**config.mk**
```make
export PLATFORM = sky130hd
export DESIGN_NAME = bgac_match_unit
export DESIGN_NICKNAME = d
export VERILOG_FILES = /design/src/hw/rtl/binary_grid_autocorrelation_unit_macros.svh /design/src/hw/rtl/bgac_pkg.sv /design/src/hw/rtl/bgac_match_unit.sv
export SDC_FILE = /design/constraint.sdc
export NUM_CORES = 1
export LEC_CHECK = 0
export BUFFER_PORTS_ARGS = -buffer_cell sky130_fd_sc_hd__buf_2
export CAP_MARGIN = 25
export CORE_MARGIN = 4
export CORE_UTILIZATION = 40
export DETAILED_ROUTE_END_ITERATION = 7
export HOLD_SLACK_MARGIN = 0.1
export PLACE_DENSITY = 0.63
export SLEW_MARGIN = 20
export SYNTH_ARGS = -nofsm -noshare
export SYNTH_HDL_FRONTEND = slang
export SYNTH_SLANG_ARGS = --single-unit
```
**constraint.sdc**
```tcl
create_clock -name clock -period 5.6 [get_ports clock]
set_input_delay 0.28 -clock clock [delete_from_list [all_inputs] [get_ports clock]]
set_output_delay 0.28 -clock clock [all_outputs]
set_load 0.005 [all_outputs]
```
**src/hw/rtl/binary_grid_autocorrelation_unit_macros.svh**
```systemverilog
// Assertion macros of the grid autocorrelation unit.
`ifndef BINARY_GRID_AUTOCORRELATION_UNIT_MACROS_SVH
`define BINARY_GRID_AUTOCORRELATION_UNIT_MACROS_SVH

// Condition implies expression in the same cycle.
`define BGAC_ASSERT_IMP(label, cond, expr) \
   label: assert property (@(posedge clock) disable iff (reset) (cond) |-> (expr)) \
      else $error("bgac check failed");

// Condition implies expression in the next cycle.
`define BGAC_ASSERT_NXT(label, cond, expr) \
   label: assert property (@(posedge clock) disable iff (reset) (cond) |=> (expr)) \
      else $error("bgac check failed");

`endif

```
**src/hw/rtl/bgac_pkg.sv**
```systemverilog
// Shared types and constants of the grid autocorrelation unit.
package bgac_pkg;

   // Field widths of the words on the channels.
   localparam int OPCODE_W   = 2;
   localparam int ROW_IDX_W  = 6;
   localparam int COL_IDX_W  = 8;
   localparam int DIST_W     = 8;
   localparam int SUM_OUT_W  = 10;

   // Saturation limits of the result sum.
   localparam int SUM_MAX = 511;
   localparam int SUM_MIN = -512;

   // Operation codes.
   localparam logic [OPCODE_W-1:0] OP_WRITE = 2'd0;
   localparam logic [OPCODE_W-1:0] OP_VERT  = 2'd1;
   localparam logic [OPCODE_W-1:0] OP_HORZ  = 2'd2;

   // Configuration port.
   localparam int CSR_AW = 3;
   localparam int CSR_DW = 32;
   localparam int HEIGHT_W = 7;
   localparam int WIDTH_W  = 9;
   localparam logic REG_GRID_HEIGHT = 1'b0;
   localparam logic REG_GRID_WIDTH  = 1'b1;
   localparam logic [HEIGHT_W-1:0] HEIGHT_RESET = 7'd64;
   localparam logic [WIDTH_W-1:0]  WIDTH_RESET  = 9'd256;

   // Cells compared per pass of the match counter.
   localparam int CHUNK_W   = 8;
   localparam int CHUNK_LOG = 3;

   // Control of the shared match counter.
   typedef struct packed {
      logic clear;
      logic add;
   } bgac_acc_ctrl_type;

endpackage

```
**src/hw/rtl/bgac_match_unit.sv**
```systemverilog
// Shared match counter: adds the number of agreeing cells in one chunk per cycle while add is set.
module bgac_match_unit
   import bgac_pkg::*;
#(
   parameter int CNT_W = 9
) (
   input  logic              clock,
   input  bgac_acc_ctrl_type ctrl,
   input  logic [CHUNK_W-1:0] agree,
   output logic [CNT_W-1:0]  count
);

   logic [CNT_W-1:0] count_ff;
   logic [CNT_W-1:0] count_in;
   logic [CNT_W-1:0] ones;

   // Population count of the agreement bits of this chunk.
   always_comb begin
      ones = '0;
      for (int j = 0; j < CHUNK_W; j++) begin
         ones = ones + CNT_W'(agree[j]);
      end
   end

   // Clear at the start of a query, accumulate on each valid chunk.
   always_comb begin
      count_in = count_ff;
      if (ctrl.clear) begin
         count_in = '0;
      end else if (ctrl.add) begin
         count_in = count_ff + ones;
      end
   end

   always_ff @(posedge clock) begin
      count_ff <= count_in;
   end

   assign count = count_ff;

endmodule
```
### Word level (Yosys, flattened, before mapping)

Cells that the tools add are included.

| operators by class | value |
|---|---|
| bitwise logic cells | 0 |
| reductions and logical operators | 0 |
| equal/unequal tests | 0 |
| add/sub/neg operators | 8 |
| magnitude comparators | 0 |
| shifts and indexed selects | 0 |
| muxes and demuxes | 0 |
| multipliers | 0 |
| divide/modulo/power cells | 0 |

Operators by type and width:

| cell | count |
|---|---|
| adder 9 x 8 -> 9 bit | 1 |
| adder 7 x 1 -> 8 bit | 1 |
| adder 6 x 1 -> 7 bit | 1 |
| adder 5 x 1 -> 6 bit | 1 |
| adder 4 x 1 -> 5 bit | 1 |
| adder 3 x 1 -> 4 bit | 1 |
| adder 2 x 1 -> 3 bit | 1 |
| adder 1 x 1 -> 2 bit | 1 |

| storage, ports and cells | value |
|---|---|
| memories | 0 |
| RAM bits | 0 |
| input bits | 11 |
| ROM bits | 0 |
| latch bits | 0 |
| register bits after elaboration | 9 |

### Longest topological paths before layout

| depth | value |
|---|---|
| word-level depth | 8 |
| gate-level depth with buffers | 11 |
| depth with buffers taken out | 11 |

### Least setup slack after synthesis

OpenSTA, ideal clock, no wires.

| timing path | value |
|---|---|
| path type | input to register |
| start | input agree[0] |
| end | register count_ff[8], in the netlist count[8] |
| required time | 5.486 ns |
| slack | 2.467 ns |
| path buffers | 0 |
| stages on the path | 11 |
| library setup time | 0.114 ns |
| arrival | 3.019 ns |
| cells stage by stage | fa_1 > inv_1 > fa_1 > fa_1 > fa_1 > inv_1 > fa_1 > and3_2 > o2111ai_1 > xor2_1 > nor2_1 |

| on the way | value |
|---|---|
| longest elaborated chain between the ends | 8 |

RTL lines:

| what | line | source |
|---|---|---|
| start, declared | bgac_match_unit.sv:9 | `input logic [CHUNK_W-1:0] agree,` |
| adder 1 x 1 -> 2 bit | bgac_match_unit.sv:21 | `ones = ones + CNT_W'(agree[j]);` |
| adder 2 x 1 -> 3 bit | bgac_match_unit.sv:21 |  |
| adder 3 x 1 -> 4 bit | bgac_match_unit.sv:21 |  |
| adder 4 x 1 -> 5 bit | bgac_match_unit.sv:21 |  |
| adder 5 x 1 -> 6 bit | bgac_match_unit.sv:21 |  |
| adder 6 x 1 -> 7 bit | bgac_match_unit.sv:21 |  |
| adder 7 x 1 -> 8 bit | bgac_match_unit.sv:21 |  |
| adder 9 x 8 -> 9 bit | bgac_match_unit.sv:31 | `count_in = count_ff + ones;` |
| end signal, assigned | bgac_match_unit.sv:36 | `count_ff <= count_in;` |
| end, declared | bgac_match_unit.sv:13 | `logic [CNT_W-1:0] count_ff;` |

Every way passes these cells.
A chain may end at the register's enable or synchronous reset.

### Worst setup path in the final report

Ends and elaborated chain as after synthesis.

==> summary.md <==
| Metric | Value |
|---|---|
| CTS Hold Bufs | `0` |
| H-tree Lvls | `1` |
| Vias per cell | `5.05` |
| Crit start category | `input pin` |
| Iteration-0 DRC Markers | `11` |
| Hpwl dp | `957 um` |
| Die width | `49.5 um` |
| Slew at the pin closest to its max-slew limit | `0.258 ns` |
| Required @ worst endpoint | `5.74 ns` |
| Worst IR Drop VDD | `0.250 mV` |
| Hold_ws | `0.352 ns` |
| Yosys top cell by area | `dfxtp_1` |
| Area fraction of the dominant cell type after synthesis | `0.262` |
| Arr. time, crit path | `3.24 ns` |
| Antenna viol nets, final | `0` |
| RSZ-0062 raised after global routing | `false` |
| Final setup vio count | `0` |
| Die Height | `49.5 um` |
| Yosys warns | `0` |
| EDFF count, synth | `0` |
| Synth Register Bits | `9` |
| CP max FO | `3` |
| DR vias | `555` |
| WL per Instance | `10.8 um` |
| Synth Flop Type | `dfxtp_1` |
| Tot GR Track Use | `0.112` |
| Max_cap viols | `0` |
| Syn avg cell area | `9.43 sq um` |
| Cell Area, Synth | `688 sq um` |
| Status | `finished clean` |
| Max-slew violation count | `0` |
| Leak | `0.434 nW` |
| DRC Markers | `0` |
| Clk sinks | `9` |
| Max Fclk | `0.323 GHz` |
| Remaining global-route overflow | `0` |
| Total wire length | `1190 um` |
| I/O Buffers | `19` |
| Initial Util | `0.441` |
| Max clock buf depth | `2` |
| Fillcell total | `156` |
| CP Capture Type | `flop` |
| Post-Syn Instances | `73` |
| Largest net degree at the start of global routing | `15` |
| Post-CTS Setup Inserts | `0` |
| Clock Latency Late Sink | `0.26 ns` |
| Mapped Nets | `95` |
| Kind of critical path | `in2reg` |
| Final Hold Fails | `0` |
| Count leader, synth | `inv_1` |
| Initial antenna violation count | `0` |
| Fin crit share | `0.553` |
| CTS tree | `built` |
| Post-synthesis sequential area ratio | `0.262` |
| First-pass GRT wire length | `2120 um` |
| Vias in the first global route | `508` |
| Syn-to-layout area delta | `17.3%` |
| Placer Congestion | `0.722` |
| NumNets Final | `117` |
| Async set or reset register ratio after synthesis | `0` |
| Total Neg Setup Slack | `0 ns` |
| P per Cell Area | `353 nW/um^2` |
| Row count | `14` |
| Clock Tree Root | `clkbuf_4` |
| Core area | `1560 sq um` |
| Antenna diode count | `0` |
| Share of cells above drive strength 1 | `0.298` |
| Worst-path clk slew | `0.06 ns` |
| Synth unique cells | `28` |
| Die Area | `2450 sq um` |
| Top cells by count, synth | `inv_1 (13), nor2_1 (11), dfxtp_1 (9)` |
| # IOs | `20` |
| Relative slew margins | `0.826` |
| TritonCTS Buffers | `3` |
| Final Skew | `0.00609 ns` |
| Min Tclk post-route | `3.10 ns` |
| Top cells by area, synth | `dfxtp_1 (26%), fa_1 (15%), ha_1 (11%)` |
| DRT Pass-1 Iters | `4` |
| Max reg flops | `9` |
| Cts repair resizes | `0` |
| Hold Crit Class | `in2reg` |
==> cell families after synthesis <==
family                   share of synthesized area
XOR/XNOR                                    0.0509
flip-flops                                   0.262
multiplexers                                0.0364
buffers and inverters                        0.104
AND/OR/NAND/NOR                              0.149
AO/OA/AOI/OAI                                0.144
adder cells (fa/ha/maj)                      0.255
==> critical path, stage by stage <==
cell,delay (ns)
buf_2,0.11
fa_1,0.53
inv_1,0.05
fa_1,0.45
fa_1,0.51
fa_1,0.19
inv_1,0.05
fa_1,0.39
and3_2,0.24
o2111ai_1,0.24
xor2_1,0.17
nor2_1,0.05
==> layout make-up <==
cell class	count	area, sq um	share of cell area
Clock buffer	4	26.3	0.0326
Multi-Input combinational cell	49	437	0.541
Tap cell	16	20.0	0.0248
Inverter	13	48.8	0.0605
Sequential cell	9	180	0.223
Timing Repair Buffer	19	95.1	0.118
==> final timing paths <==
| check | from | end | slack [ns] | cells after the start |
|---|---|---|---|---|
| max | agree[0] | count[8] | 2.50 | 12 |
| max reg2reg | count[0] | count[8] | 2.77 | 10 |
| min | ctrl[1] | count[8] | 0.35 | 2 |
| min reg2reg | count[0] | count[0] | 0.49 | 2 |
==> layout by cell type (no fill, tap or decap), types with 2 or more instances in the layout <==
cell and count:
a211oi_1 2, nor2_1 11, xor2_1 3, o21ai_0 2, buf_2 19, clkbuf_4 3
o41ai_1 2, inv_1 13, fa_1 5, ha_1 6, dfxtp_1 9
==> routing by layer <==
metal / vias up / global-route usage / part of all wire
met4: 0 / 0.0415 / 0.0084
met5: - / 0 / 0
met1: 249 / 0.145 / 0.47
met2: 16 / 0.158 / 0.44
li1: 288 / - / -
met3: 2 / 0.0572 / 0.077
==> report_power, final <==
part | switching, mW | internal [mW]
clock | 0.0223 | 0.0274
combinational | 0.0765 | 0.0710
sequential | 0.0106 | 0.0769
total | 0.109 | 0.175
==> through the flow <==
step	area, sq um	util	setup WS [ns]	total power, mW	instances
2_1_floorplan	688	-	2.47	0.201	73
3_3_place_gp	781	0.501	2.26	0.235	106
3_5_place_dp	781	0.501	2.23	0.234	106
4_1_cts	807	0.518	2.50	0.287	110
5_1_grt	807	0.518	2.37	0.317	110
6_report	807	0.518	2.50	0.285	110
Power figures use the tool's default switching activity.
